$ cat src/rtl/core/spwq_pkg.sv
`default_nettype none

package spwq_pkg;

  typedef enum logic [1:0] {
    ST_INSERTED = 2'd0,
    ST_POPPED   = 2'd1,
    ST_EMPTY    = 2'd2,
    ST_FULL     = 2'd3
  } status_e;

  localparam logic OP_INSERT = 1'b0;
  localparam logic OP_POP    = 1'b1;

  localparam int unsigned TAG_W  = 16;
  localparam int unsigned PRIO_W = 8;
  localparam int unsigned OCC_W  = 5;

  typedef struct packed {
    logic              opcode;
    logic [TAG_W-1:0]  passenger_tag;
    logic [PRIO_W-1:0] priority_req;
  } in_t;

  typedef struct packed {
    status_e           status;
    logic [TAG_W-1:0]  out_tag;
    logic [PRIO_W-1:0] out_priority;
    logic [OCC_W-1:0]  occupancy;
  } out_t;

  // decoded request handed from the front queue to the sorted list
  typedef struct packed {
    logic              is_pop;
    logic [TAG_W-1:0]  tag;
    logic [PRIO_W-1:0] prio;
  } cmd_t;

endpackage

`default_nettype wire

$ cat src/rtl/core/spwq_front.sv
`default_nettype none

module spwq_front (
  input  wire logic          clk,
  input  wire logic          rst,
  input  wire logic          push,
  output logic               full,
  input  wire spwq_pkg::in_t req,
  output logic               cmd_valid,
  input  wire logic          cmd_ready,
  output spwq_pkg::cmd_t     cmd
);

  spwq_pkg::cmd_t slot [2];
  logic           wp;
  logic           rp;
  logic [1:0]     cnt;
  logic           push_fire;
  logic           take_fire;
  spwq_pkg::cmd_t dec;

  always_comb begin
    dec.is_pop = (req.opcode == spwq_pkg::OP_POP);
    dec.tag    = req.passenger_tag;
    dec.prio   = req.priority_req;
  end

  assign full      = (cnt == 2'd2);
  assign cmd_valid = (cnt != 2'd0);
  assign cmd       = slot[rp];
  assign push_fire = push && !full;
  assign take_fire = cmd_valid && cmd_ready;

  always_ff @(posedge clk) begin
    if (push_fire) begin
      slot[wp] <= dec;
    end
  end

  always_ff @(posedge clk) begin
    if (rst) begin
      wp  <= 1'b0;
      rp  <= 1'b0;
      cnt <= 2'd0;
    end else begin
      if (push_fire) begin
        wp <= !wp;
      end
      if (take_fire) begin
        rp <= !rp;
      end
      cnt <= cnt + 2'(push_fire) - 2'(take_fire);
    end
  end

  a_cnt_bound: assert property (@(posedge clk) disable iff (rst) cnt <= 2'd2)
    else $error("front queue count overflow");
  a_take_order: assert property (@(posedge clk) disable iff (rst)
    take_fire && !push_fire |=> cnt == $past(cnt) - 2'd1)
    else $error("front queue count lost a take");
  a_ptr_gap: assert property (@(posedge clk) disable iff (rst)
    (cnt == 2'd0 || cnt == 2'd2) |-> wp == rp)
    else $error("front queue pointers disagree with count");

endmodule

`default_nettype wire

$ cat src/rtl/core/spwq_back.sv
`default_nettype none

module spwq_back #(
  parameter int unsigned CAPACITY      = 16,
  parameter int unsigned TAG_BITS      = 16,
  parameter int unsigned PRIORITY_BITS = 8
) (
  input  wire logic           clk,
  input  wire logic           rst,
  input  wire logic           cmd_valid,
  output logic                cmd_ready,
  input  wire spwq_pkg::cmd_t cmd,
  output logic                empty,
  input  wire logic           pop,
  output spwq_pkg::out_t      rsp
);

  localparam int unsigned CW = $clog2(CAPACITY + 1);
  localparam int unsigned TW = (TAG_BITS > spwq_pkg::TAG_W) ? TAG_BITS : spwq_pkg::TAG_W;
  localparam int unsigned PW = (PRIORITY_BITS > spwq_pkg::PRIO_W) ?
                               PRIORITY_BITS : spwq_pkg::PRIO_W;
  localparam int unsigned OW = (CW > spwq_pkg::OCC_W) ? CW : spwq_pkg::OCC_W;

  logic [TAG_BITS-1:0]      tags  [CAPACITY];
  logic [PRIORITY_BITS-1:0] prios [CAPACITY];
  logic [CW-1:0]            cnt;
  logic [CW-1:0]            cnt_next;

  logic [TW-1:0]            tag_in_w;
  logic [PW-1:0]            prio_in_w;
  logic [TAG_BITS-1:0]      tag_in;
  logic [PRIORITY_BITS-1:0] prio_in;
  logic [TW-1:0]            head_tag_w;
  logic [PW-1:0]            head_prio_w;
  logic [OW-1:0]            occ_w;

  logic [CAPACITY-1:0]      ge;
  logic                     issue;
  logic                     is_full;
  logic                     is_empty;
  logic                     do_ins;
  logic                     do_pop;
  spwq_pkg::out_t           res;

  spwq_pkg::out_t           rq [2];
  logic                     wp;
  logic                     rp;
  logic [1:0]               rc;
  logic                     pop_fire;

  assign tag_in_w  = TW'(cmd.tag);
  assign prio_in_w = PW'(cmd.prio);
  assign tag_in    = tag_in_w[TAG_BITS-1:0];
  assign prio_in   = prio_in_w[PRIORITY_BITS-1:0];

  assign pop_fire  = pop && !empty;
  assign empty     = (rc == 2'd0);
  assign rsp       = rq[rp];
  assign cmd_ready = (rc != 2'd2) || pop_fire;
  assign issue     = cmd_valid && cmd_ready;

  assign is_full  = (cnt == CW'(CAPACITY));
  assign is_empty = (cnt == '0);
  assign do_ins   = issue && !cmd.is_pop && !is_full;
  assign do_pop   = issue && cmd.is_pop && !is_empty;

  // empty slots count as "greater", so the new entry lands after every stored
  // entry of equal or lower priority
  always_comb begin
    for (int i = 0; i < CAPACITY; i++) begin
      ge[i] = (CW'(i) >= cnt) || (prios[i] > prio_in);
    end
  end

  for (genvar i = 0; i < CAPACITY; i++) begin : g_cell
    always_ff @(posedge clk) begin
      if (do_ins && ge[i]) begin
        if (i > 0 && ge[(i > 0) ? i - 1 : 0]) begin
          tags[i]  <= tags[(i > 0) ? i - 1 : 0];
          prios[i] <= prios[(i > 0) ? i - 1 : 0];
        end else begin
          tags[i]  <= tag_in;
          prios[i] <= prio_in;
        end
      end else if (do_pop && (i < CAPACITY - 1)) begin
        tags[i]  <= tags[(i < CAPACITY - 1) ? i + 1 : i];
        prios[i] <= prios[(i < CAPACITY - 1) ? i + 1 : i];
      end
    end
  end

  always_comb begin
    cnt_next = cnt;
    if (do_ins) begin
      cnt_next = cnt + CW'(1);
    end else if (do_pop) begin
      cnt_next = cnt - CW'(1);
    end
  end

  assign head_tag_w  = TW'(tags[0]);
  assign head_prio_w = PW'(prios[0]);
  assign occ_w       = OW'(cnt_next);

  always_comb begin
    res.out_tag      = '0;
    res.out_priority = '0;
    res.occupancy    = occ_w[spwq_pkg::OCC_W-1:0];
    if (cmd.is_pop) begin
      if (is_empty) begin
        res.status = spwq_pkg::ST_EMPTY;
      end else begin
        res.status       = spwq_pkg::ST_POPPED;
        res.out_tag      = head_tag_w[spwq_pkg::TAG_W-1:0];
        res.out_priority = head_prio_w[spwq_pkg::PRIO_W-1:0];
      end
    end else if (is_full) begin
      res.status = spwq_pkg::ST_FULL;
    end else begin
      res.status = spwq_pkg::ST_INSERTED;
    end
  end

  always_ff @(posedge clk) begin
    if (issue) begin
      rq[wp] <= res;
    end
  end

  always_ff @(posedge clk) begin
    if (rst) begin
      cnt <= '0;
      wp  <= 1'b0;
      rp  <= 1'b0;
      rc  <= 2'd0;
    end else begin
      cnt <= cnt_next;
      if (issue) begin
        wp <= !wp;
      end
      if (pop_fire) begin
        rp <= !rp;
      end
      rc <= rc + 2'(issue) - 2'(pop_fire);
    end
  end

  a_cnt_bound: assert property (@(posedge clk) disable iff (rst)
    cnt <= CW'(CAPACITY))
    else $error("entry count beyond capacity");
  a_head_sorted: assert property (@(posedge clk) disable iff (rst)
    cnt >= CW'(2) |-> prios[0] <= prios[1])
    else $error("head entries out of priority order");
  a_full_drop: assert property (@(posedge clk) disable iff (rst)
    issue && !cmd.is_pop && is_full |=> cnt == CW'(CAPACITY))
    else $error("insert into full list changed the count");
  a_rq_bound: assert property (@(posedge clk) disable iff (rst) rc <= 2'd2)
    else $error("result queue overflow");

endmodule

`default_nettype wire

$ cat src/rtl/core/stable_priority_waitlist_queue.sv
`default_nettype none

// Sorted waitlist of up to CAPACITY entries (tag, priority), lowest priority
// first, equal priorities in arrival order. A request (opcode 0 insert,
// 1 pop) is taken on push && !full and yields exactly one result, shown while
// empty is low and taken on pop. Requests pass through a two-entry front
// queue into a shift-register list whose cells compare against the new
// priority in parallel, so one request is executed per cycle while the
// result queue has room or is popped; a result is visible once registered
// there. When results are not popped, two results wait, then two more
// requests queue in front before full rises. Pop on an empty list reports
// status 2; insert into a full list is dropped with status 3.
module stable_priority_waitlist_queue #(
  parameter int unsigned CAPACITY      = 16,
  parameter int unsigned TAG_BITS      = 16,
  parameter int unsigned PRIORITY_BITS = 8
) (
  input  wire logic          clk,
  input  wire logic          rst,
  input  wire logic          push,
  output logic               full,
  input  wire spwq_pkg::in_t req,
  output logic               empty,
  input  wire logic          pop,
  output spwq_pkg::out_t     rsp
);

  logic           cmd_valid;
  logic           cmd_ready;
  spwq_pkg::cmd_t cmd;

  spwq_front u_front (
    .clk       (clk),
    .rst       (rst),
    .push      (push),
    .full      (full),
    .req       (req),
    .cmd_valid (cmd_valid),
    .cmd_ready (cmd_ready),
    .cmd       (cmd)
  );

  spwq_back #(
    .CAPACITY      (CAPACITY),
    .TAG_BITS      (TAG_BITS),
    .PRIORITY_BITS (PRIORITY_BITS)
  ) u_back (
    .clk       (clk),
    .rst       (rst),
    .cmd_valid (cmd_valid),
    .cmd_ready (cmd_ready),
    .cmd       (cmd),
    .empty     (empty),
    .pop       (pop),
    .rsp       (rsp)
  );

endmodule

`default_nettype wire

$ cat config.mk
export PLATFORM = sky130hd
export DESIGN_NAME = stable_priority_waitlist_queue
export DESIGN_NICKNAME = d
export VERILOG_FILES = /design/src/rtl/core/spwq_pkg.sv /design/src/rtl/core/spwq_front.sv /design/src/rtl/core/spwq_back.sv /design/src/rtl/core/stable_priority_waitlist_queue.sv
export SDC_FILE = /design/constraint.sdc
export NUM_CORES = 1
export LEC_CHECK = 0
export ABC_CLOCK_PERIOD_IN_PS = 5300
export BUFFER_PORTS_ARGS = -buffer_cell sky130_fd_sc_hd__buf_2
export CAP_MARGIN = 20
export CELL_PAD_IN_SITES_DETAIL_PLACEMENT = 0
export CELL_PAD_IN_SITES_GLOBAL_PLACEMENT = 2
export CORE_UTILIZATION = 39
export DETAILED_ROUTE_END_ITERATION = 16
export MAX_ROUTING_LAYER = met4
export PLACE_DENSITY_LB_ADDON = 0.3
export SYNTH_ARGS = -nofsm -noshare
export SYNTH_HDL_FRONTEND = slang
export SYNTH_SLANG_ARGS = --single-unit
$ cat constraint.sdc
create_clock -name clk -period 5.3 [get_ports clk]
set_input_delay 0.53 -clock clk [delete_from_list [all_inputs] [get_ports clk]]
set_output_delay 0.53 -clock clk [all_outputs]
set_load 0.005 [all_outputs]
Word-level counts from Yosys, hierarchy flattened
Memory sizes are Yosys's and may differ from the RTL's. A register that Yosys moved wholly into a read port is not among the register bits.
Cells that the tools add are included.
W data, S select, Z words.
- order comparisons: 32
- bitwise gates (word level): 60
- eq/ne operators: 3
- reduce and logical (&&, ||, !) cells: 52
- $add $sub $neg: 6
- multiplexer cells: 198
- operators with widths (cell ; count):
    $mux W16 ; 30
    $mux W8 ; 30
    $mux W1 ; 131
    $gt A8 B8 Y1 ; 16
    $or A1 B1 Y1 ; 60
    $mux W24 ; 2
    $ge A4 B5 Y1 const A ; 8
    $logic_and A1 B1 Y1 ; 23
    $ge A3 B5 Y1 const A ; 4
    $logic_or A1 B1 Y1 ; 17
    $ge A1 B5 Y1 const A ; 2
    $ge A2 B5 Y1 const A ; 2
    $mux W5 ; 2
    $logic_not A1 Y1 ; 9
    $mux W2 ; 3
    $add A5 B1 Y5 const B ; 1
    $eq A5 B5 Y1 const B ; 1
    $logic_not A5 Y1 ; 1
    $sub A5 B1 Y5 const B ; 1
    $add A2 B1 Y2 ; 2
    $sub A2 B1 Y2 ; 2
    $eq A2 B2 Y1 const B ; 1
    $logic_not A2 Y1 ; 1
    $ne A2 B2 Y1 const B ; 1
    $reduce_bool A2 Y1 ; 1
- input port bits: 29
- logic and storage cells: 362
- register bits: 13
- output and inout bits: 33
- bits in writable memories: 496
- memories kept: 4
- memory list (name ; depth ; width ; rd ports ; clocked after memory_dff ; wr ports ; RTL line ; RTL):
    u_back.tags ; 16 ; 16 ; 16 ; 0 ; 16 ; spwq_back.sv:24 ; logic [TAG_BITS-1:0] tags [CAPACITY];
    u_back.prios ; 16 ; 8 ; 16 ; 0 ; 16 ; spwq_back.sv:25 ; logic [PRIORITY_BITS-1:0] prios [CAPACITY];
    u_back.rq ; 2 ; 31 ; 1 ; 1 ; 1 ; spwq_back.sv:45 ; spwq_pkg::out_t rq [2];
    u_front.slot ; 2 ; 25 ; 1 ; 1 ; 1 ; spwq_front.sv:14 ; spwq_pkg::cmd_t slot [2];

Depth between registers and ports, before layout
Gate-level depths: netlist of run 1.
- word-level depth: 12
- depth in mapped cells: 13
- depth with buffers taken out: 9

Cells and area by module
From an unflattened synthesis of run 1, not the netlist that was laid out.
- cell total of the unflattened synthesis: 2118
- area, all modules: 26982.1 um^2
- by module, submodules not included (module ; instances ; area an instance (um^2) ; cells each):
    spwq_back ; 1 ; 24945.2 ; 2014
    spwq_front ; 1 ; 2037.0 ; 104

Worst setup path after synthesis of run 1
No wires, ideal clock.
- path kind: flip-flop to flip-flop
- start: reg with a tool-made name
- end: mem u_back.prios[0][0], enable pin
- clock period less this slack: 5.018 ns
- path buffers: 3
- path slack: 0.282 ns
- setup time: 0.438 ns
- data arrival time: 4.579 ns
- cell stages (with the launch flop): 10
- cell sequence: dfxtp_1 -> buf_6 -> buf_2 -> mux2i_1 -> clkbuf_1 -> ha_1 -> and3_1 -> a31o_2 -> and3_1 -> o21ai_0
- RTL lines (item ; RTL line):
    to (decl) ; spwq_back.sv:25

==> results of run 1 <==
-- final cells by class --
cell class	count	share of cell area, %
clock buffers	70	4.98
clock inverters	38	1.29
inverters	310	3.79
multi-input cells	1413	33.3
flip-flops and latches	511	49.5
well taps	931	3.80
repair buffers	145	3.31
-- routing by layer --
metal / vias up / wire, um / GRT usage (%)
met5: - / 0 / -
met4: 0 / 1570 / 5.76
met3: 115 / 3710 / 3.11
met2: 517 / 33400 / 33.6
met1: 9224 / 33800 / 28.6
li1: 9110 / - / -
-- placed cells by master, fill, tap and decap left out, types with 10 or more instances in the layout --
master and count:
nand2_1 360, dfxtp_1 14, clkbuf_1 10, mux2_2 31
a221oi_1 10, nor2b_1 25, nor3_1 33, nor2_1 89
clkbuf_16 59, edfxtp_1 496, o21ai_0 16, a211o_1 30
a221o_1 21, ha_1 137, o211ai_1 22, inv_1 308
buf_4 74, mux2i_2 13, buf_2 61, a21oi_1 104
nand3_1 19, o221ai_2 20, nand4_1 27, mux2i_1 28
clkinv_1 12, o221ai_1 273, clkinv_2 15
-- final timing paths --
kind	start	endpoint	slack, ns
setup / recovery	flop	u_back.prios[1][12]	1.19
hold / removal	req[13]	u_front.slot[0][13]	0.09
setup reg to reg	flop	u_back.prios[1][12]	1.19
hold reg to reg	u_back.rp	flop	0.49
-- state kept, by name, summed over array words and instances (netlist names), named ones only --
| register | count |
|---|---|
| u_back.tags | 256 |
| u_front.rp | 1 |
| u_back.prios | 128 |
| u_front.cnt | 2 |
| u_front.wp | 1 |
| u_front.slot | 50 |
| u_back.wp | 1 |
| u_back.rq | 62 |
| u_back.rc | 2 |
| u_back.rp | 1 |
| u_back.cnt | 5 |
-- worst register-to-register path, stage by stage, from the launching register on --
cell	delay, ns
dfxtp_2	0.72
mux2i_4	0.66
buf_4	0.35
ha_1	0.29
o21ai_0	0.16
nor2_1	0.06
a211o_1	0.31
o21bai_1	0.18
nand3_1	0.71
o221ai_1	0.49
-- power groups by stage --
stage          combinational, mW  sequential [mW]  clock, mW
6_report                    10.0             9.12       4.10
5_1_grt                     11.2             9.32       4.35
4_1_cts                     10.0             9.10       4.19
3_5_place_dp                9.97             9.16          0
3_3_place_gp                9.70             9.07          0
2_1_floorplan               7.00             8.63          0
-- cells by family after synthesis --
group	Yosys count	share of synthesized area, %
fa+ha+maj	137	6.31
compound gates	574	17.2
buf+inv	478	7.16
xor+xnor	12	0.387
flops	511	55.9
simple gates	609	9.86
mux	81	3.19
-- through the flow --
step / utilization, % / area (um^2) / cells / total power [mW] / worst slack [ns]
6_report: 44.6 / 30700 / 3418 / 23.2 / 1.19
5_1_grt: 44.6 / 30700 / 3418 / 24.9 / 0.847
4_1_cts: 44.4 / 30600 / 3411 / 23.3 / 1.14
3_5_place_dp: 41.7 / 28700 / 3303 / 19.1 / 1.13
3_3_place_gp: 41.7 / 28700 / 3303 / 18.8 / 1.26
2_1_floorplan: - / 27200 / 2402 / 15.6 / 0.282
==> summary.md, run 1 <==
| Metric | Value |
|---|---|
| Post-CTS sizing | 0 |
| Ys flop type | edfxtp_1 |
| DR DRC count | 0 |
| DP HPWL | about 53,000 um |
| Multi-input gate area | between 10,000 and 15,000 um^2 |
| Post-synth top area cell | edfxtp_1 |
| 1st-iter DRT viols | around 1,700 |
| Kind of end point of the critical path | flop |
| IO Port Bufs | 61 |
| Row cnt | 96 |
| Count leader, synth | edfxtp_1 |
| Gate power share | a little over two fifths |
| CP cell instances | mux2i_4, buf_4, ha_1, o21ai_0, nor2_1, a211o_1, o21bai_1, nand3_1, o221ai_1 |
| RSZ-0062 raised after global routing | no |
| Slew Limit Fails | 0 |
| Hold slack | roughly 0.09 ns |
| Max stage delay on crit path | between 0.7 and 0.8 ns |
| Initial antenna violation count | 0 |
| Pleak | 11.6 nW |
| CP max FO | 24 |
| Routed len/inst | approximately 21 um |
| Slowest CP cell | dfxtp_2 |
| Slew HR | 30.0% |
| Final Setup Violations | 0 |
| Number of global-route vias before repair | between 15,000 and 20,000 |
| Max-cap viol count | 0 |
| CP Class | reg -> reg |
| WL final | just over 70,000 um |
| Min-Delay Path Class | in -> reg |
| Mapped Cells | 2,402 |
| Post-synthesis sequential area ratio | a little under three fifths |
| Via count | ~19,000 |
| Top cells by area, synth | edfxtp_1 55%, o221ai_1 8.8%, ha_1 6.3% |
| GPL Wtd Cong | about 0.87 |
| Top Ports | between 60 and 70 |
| Area Growth Syn to Fin | 12.9% |
| WP buf/inv | 1 |
| Netlist cell types | slightly below 80 |
| Die Y | roughly 270 um |
| Power Density | around 760 nW/um^2 |
| Worst-margin pin slew | around 1.0 ns |
| Nets | 2,605 |
| Total GRT Usage | a little over a fifth |
| Via density | about 5.5 |
| Fillers | 6,519 |
| Largest net degree at the start of global routing | 119 |
| Root buffer cell | clkbuf_16 |
| Initial Utilization | ~39% |
| Post-Syn Area | between 20,000 and 30,000 um^2 |
| Hold Path Cell Cnt | 1 |
| Sequential share of power | between 30% and 40% |
| Storage element area | 15,200 um^2 |
| Die X | 266 um |
| Fin crit share | between 70% and 80% |
| Period minus WS final | about 4.1 ns |
| Clk_skew | 0.0319 ns |
| Layout cells sized above 1 | 14.0% |
| First-pass GRT wire length | ~110,000 um |
| Mapped Avg Cell Area | 11.3 um^2 |
| N_diodes | 0 |
| Clk pwr share | between 15 and 20% |
| Mapped Nets | between 2,000 and 3,000 |
| Number of enable flip-flop cells after synthesis | roughly 500 |
| Hold Fails Final Rpt | 0 |
| Setup_tns | 0 ns |
| Post-synthesis register bit count | slightly above 500 |
| Reg clk slew, reported paths | about 0.060 ns |
| Reg2Reg Depth | 9 |
| Critical Path RT | between 5 and 6 ns |
| Status | finished, final reports clean |
| Max H-tree Level | 2 |
| Max IR drop VDD | ~320 uV |
| Cell count along the critical path | 9 |
| Highest clock rate | 243 MHz |
| Hold buffers post-CTS | 0 |
| Post-synth top cells | 496 x edfxtp_1, 360 x nand2_1, 308 x inv_1, 273 x o221ai_1, 137 x ha_1 |
| Core ar. | 68,800 um^2 |
| Switching Power | approximately 9.3 mW |
| Post-CTS setup buffers | 0 |
| Clk sinks | approximately 500 |
| Top delay family on crit path | compound AO/OA/AOI/OAI gates |
| ANT nets after route | 0 |
| Clock latency on the worst-skew pair | between 0.6 and 0.7 ns |
| Pre-antenna DRT Iters | 5 |
| Total congestion overflow | 0 |
| Switch share | about two fifths |
| TritonCTS clock tree | done |
| Die area | between 70,000 and 80,000 um^2 |
| Largest buffer count on any clock path | 3 |
| Yosys warnings | 0 |
| Pint | roughly 14 mW |
| FFs w/ async S/R, synth | 0% |
| CP arrival | around 4.5 ns |
| Top-area cell type share of the netlist area | 54.8% |
| CTS buffer count | between 50 and 60 |
| CP startpoint kind | flop |
Power figures use the tool's default switching activity.
==> run 2, diff against run 1 <==
Settings changed: ABC_CLOCK_PERIOD_IN_PS 5300 to 3300.
Clock period 5.3 ns to 3.3 ns, I/O delays scaled along.
==> summary.md, run 2 (synthesized netlist as in run 1, its figures left out) <==
| Metric | Value |
|---|---|
| ANT nets after route | 0 |
| Die area | around 71,000 um^2 |
| Die X | 266 um |
| Slew HR | 54.6% |
| Largest Register | u_back.tags |
| Most frequent cells in the layout | 496 x edfxtp_1, 359 x nand2_1, 307 x inv_1, 272 x o221ai_1, 137 x ha_1 |
| DP HPWL | between 50,000 and 60,000 um |
| TritonCTS clock tree | done |
| R2r setup slk | approximately 0.16 ns |
| 1st-iter DRT viols | between 1,500 and 2,000 |
| Max IR drop VDD | slightly above 600 uV |
| Final Cell Area | between 30,000 and 40,000 um^2 |
| Status | finished, final reports clean |
| Switch share | just under 40% |
| Clk pwr share | 17.4% |
| Largest buffer count on any clock path | 3 |
| Max-cap viol count | 0 |
| Slew Limit Fails | 0 |
| Root buffer cell | clkbuf_16 |
| Period minus WS final | around 3.1 ns |
| Pre-antenna DRT Iters | 5 |
| GPL Wtd Cong | 0.835 |
| Most common cell after layout, fill and taps aside | edfxtp_1 |
| Util after Layout | between 40 and 50% |
| CP Class | reg -> reg |
| Setup slack after placement | -0.00134 ns |
| Pleak | approximately 12 nW |
| Core ar. | ~69,000 um^2 |
| Final Setup Violations | 0 |
| Power Density | between 1000 and 1500 nW/um^2 |
| Kind of end point of the critical path | flop |
| First-pass GRT wire length | roughly 110,000 um |
| Post-CTS setup buffers | 0 |
| Layout cells sized above 1 | 15.8% |
| Largest net degree at the start of global routing | 102 |
| Reg2Reg Depth | 12 |
| Clock latency on the worst-skew pair | roughly 0.63 ns |
| Min-Delay Path Class | in -> reg |
| Slowest CP cell | a21oi_2 |
| Die Y | about 270 um |
| Nets | between 2,000 and 3,000 |
| Placed cell area | 29,500 um^2 |
| Min-delay src | rst |
| RR Endpoint | u_back.tags[1][11] |
| Largest registers | u_back.tags (256), u_back.prios (128), u_back.rq (62) |
| Clk sinks | around 510 |
| Switching Power | approximately 15 mW |
| Routed len/inst | roughly 20 um |
| Initial antenna violation count | 0 |
| Initial Utilization | 39.5% |
| CP cell instances | buf_12, mux2i_4, buf_12, buf_4, ha_1, a21oi_1, o21ai_0, nor2_1, a211oi_2, buf_12, a21oi_2, a221oi_1 |
| Final worst setup slack | ~0.16 ns |
| CP startpoint kind | flop |
| Fin crit share | a little over nine tenths |
| Total GRT Usage | between 20% and 30% |
| Hold Path Cell Cnt | 2 |
| RSZ-0062 raised after global routing | no |
| WL final | 69,800 um |
| Gate power share | between 40% and 50% |
| Pwr Total | roughly 38 mW |
| CP arrival | approximately 3.5 ns |
| Critical Path RT | 3.64 ns |
| Reg clk slew, reported paths | ~0.060 ns |
| CTS buffer count | 58 |
| Row cnt | 96 |
| Clk_skew | about 0.017 ns |
| IO Port Bufs | between 60 and 70 |
| Max reg flops | about 260 |
| Top Ports | 62 |
| Area Growth Syn to Fin | 16.9% |
| Number of global-route vias before repair | 19,100 |
| CP max FO | 20 |
| Via density | ~5.5 |
| Setup_tns | 0 ns |
| Most common cell on crit path | buf_12 |
| Total congestion overflow | 0 |
| DR DRC count | 0 |
| Worst-margin pin slew | between 0.6 and 0.7 ns |
| Pint | about 23 mW |
| Highest clock rate | between 300 and 400 MHz |
| Via count | around 19,000 |
| Max H-tree Level | 2 |
| Sequential share of power | 38.0% |
| Hold Fails Final Rpt | 0 |
| Max stage delay on crit path | ~0.51 ns |
## run 2: cell count changes in the layout (fill, tap and decap cells not counted), moves of 2 or more
cell / change
a31o_2: -2
dlygate4sd3_1: +25
clkinv_1: -6
clkbuf_1: +4
buf_12: +33
o21ai_4: +2
buf_4: +18
clkbuf_8: +6
a31o_4: +2
buf_6: -5
## run 2: metal layers
layer	track usage, %	vias up	share of wire, %	wire (um)
met5	-	-	0	0
met4	5.23	0	2.2	1510
met3	2.33	107	4.4	3070
met2	31.9	460	46	32200
met1	27.8	9218	47	33000
li1	-	9259	-	-
## run 2: through the flow
stage / hold WS [ns] / instances
6_report: 0.0568 / 3491
3_3_place_gp: 0.497 / 3355
5_1_grt: 0.0612 / 3490
2_1_floorplan: 0.402 / 2402
4_1_cts: 0.0294 / 3490
3_5_place_dp: 0.502 / 3355
## run 2: power groups by stage
| stage | Sequential, mW | Combinational, mW | Clock [mW] |
|---|---|---|---|
| 6_report | 14.4 | 16.9 | 6.60 |
| 2_1_floorplan | 13.8 | 11.4 | 0 |
| 4_1_cts | 14.4 | 17.1 | 6.78 |
| 3_5_place_dp | 14.5 | 17.0 | 0 |
| 3_3_place_gp | 14.4 | 16.5 | 0 |
| 5_1_grt | 14.8 | 18.8 | 7.02 |
## run 2: cell type report
| cell class | instances | area, um^2 |
|---|---|---|
| multi-input combinational | 1413 | 10300 |
| antenna | 1 | 2.50 |
| fill | 6422 | 37100 |
| clock buffer | 80 | 1630 |
| tap | 931 | 1160 |
| timing repair buffer | 215 | 1980 |
| inverter | 310 | 1160 |
| clock inverter | 30 | 345 |
| sequential | 511 | 15200 |
## run 2: repair_timing
| item | in CTS | in global routing |
|---|---|---|
| gates cloned | 0 | 0 |
| setup endpoints to repair | 1 | 121 |
| gates resized for setup | 1 | 7 |
| pin swaps | 0 | 2 |
| endpoints found under the hold margin | 50 | 0 |
| hold buffers | 25 | 0 |
## run 2: worst max path at each step
stage	endpoint	cells after the start	start	slack [ns]
finish	u_back.tags[1][11]	12	flop	0.16
global route	u_back.prios[1][8]	11	flop	0.003
CTS	u_back.prios[1][8]	10	flop	0.04
detailed placement	u_back.tags[0][21]	10	flop	-0.001
global placement	u_back.tags[0][25]	10	flop	0.03
floorplan	u_back.prios[4][0]	11	flop	0.01
## run 2: critical path: cells and delay by family (launching register included)
kind                       cells  cell delay (ns)
adders and majority gates      1             0.27
DFF                            1             0.36
buffers and inverters          4             0.66
muxes                          1             0.25
AOI/OAI and AO/OA              5             1.14
and+or+nand+nor                1             0.15
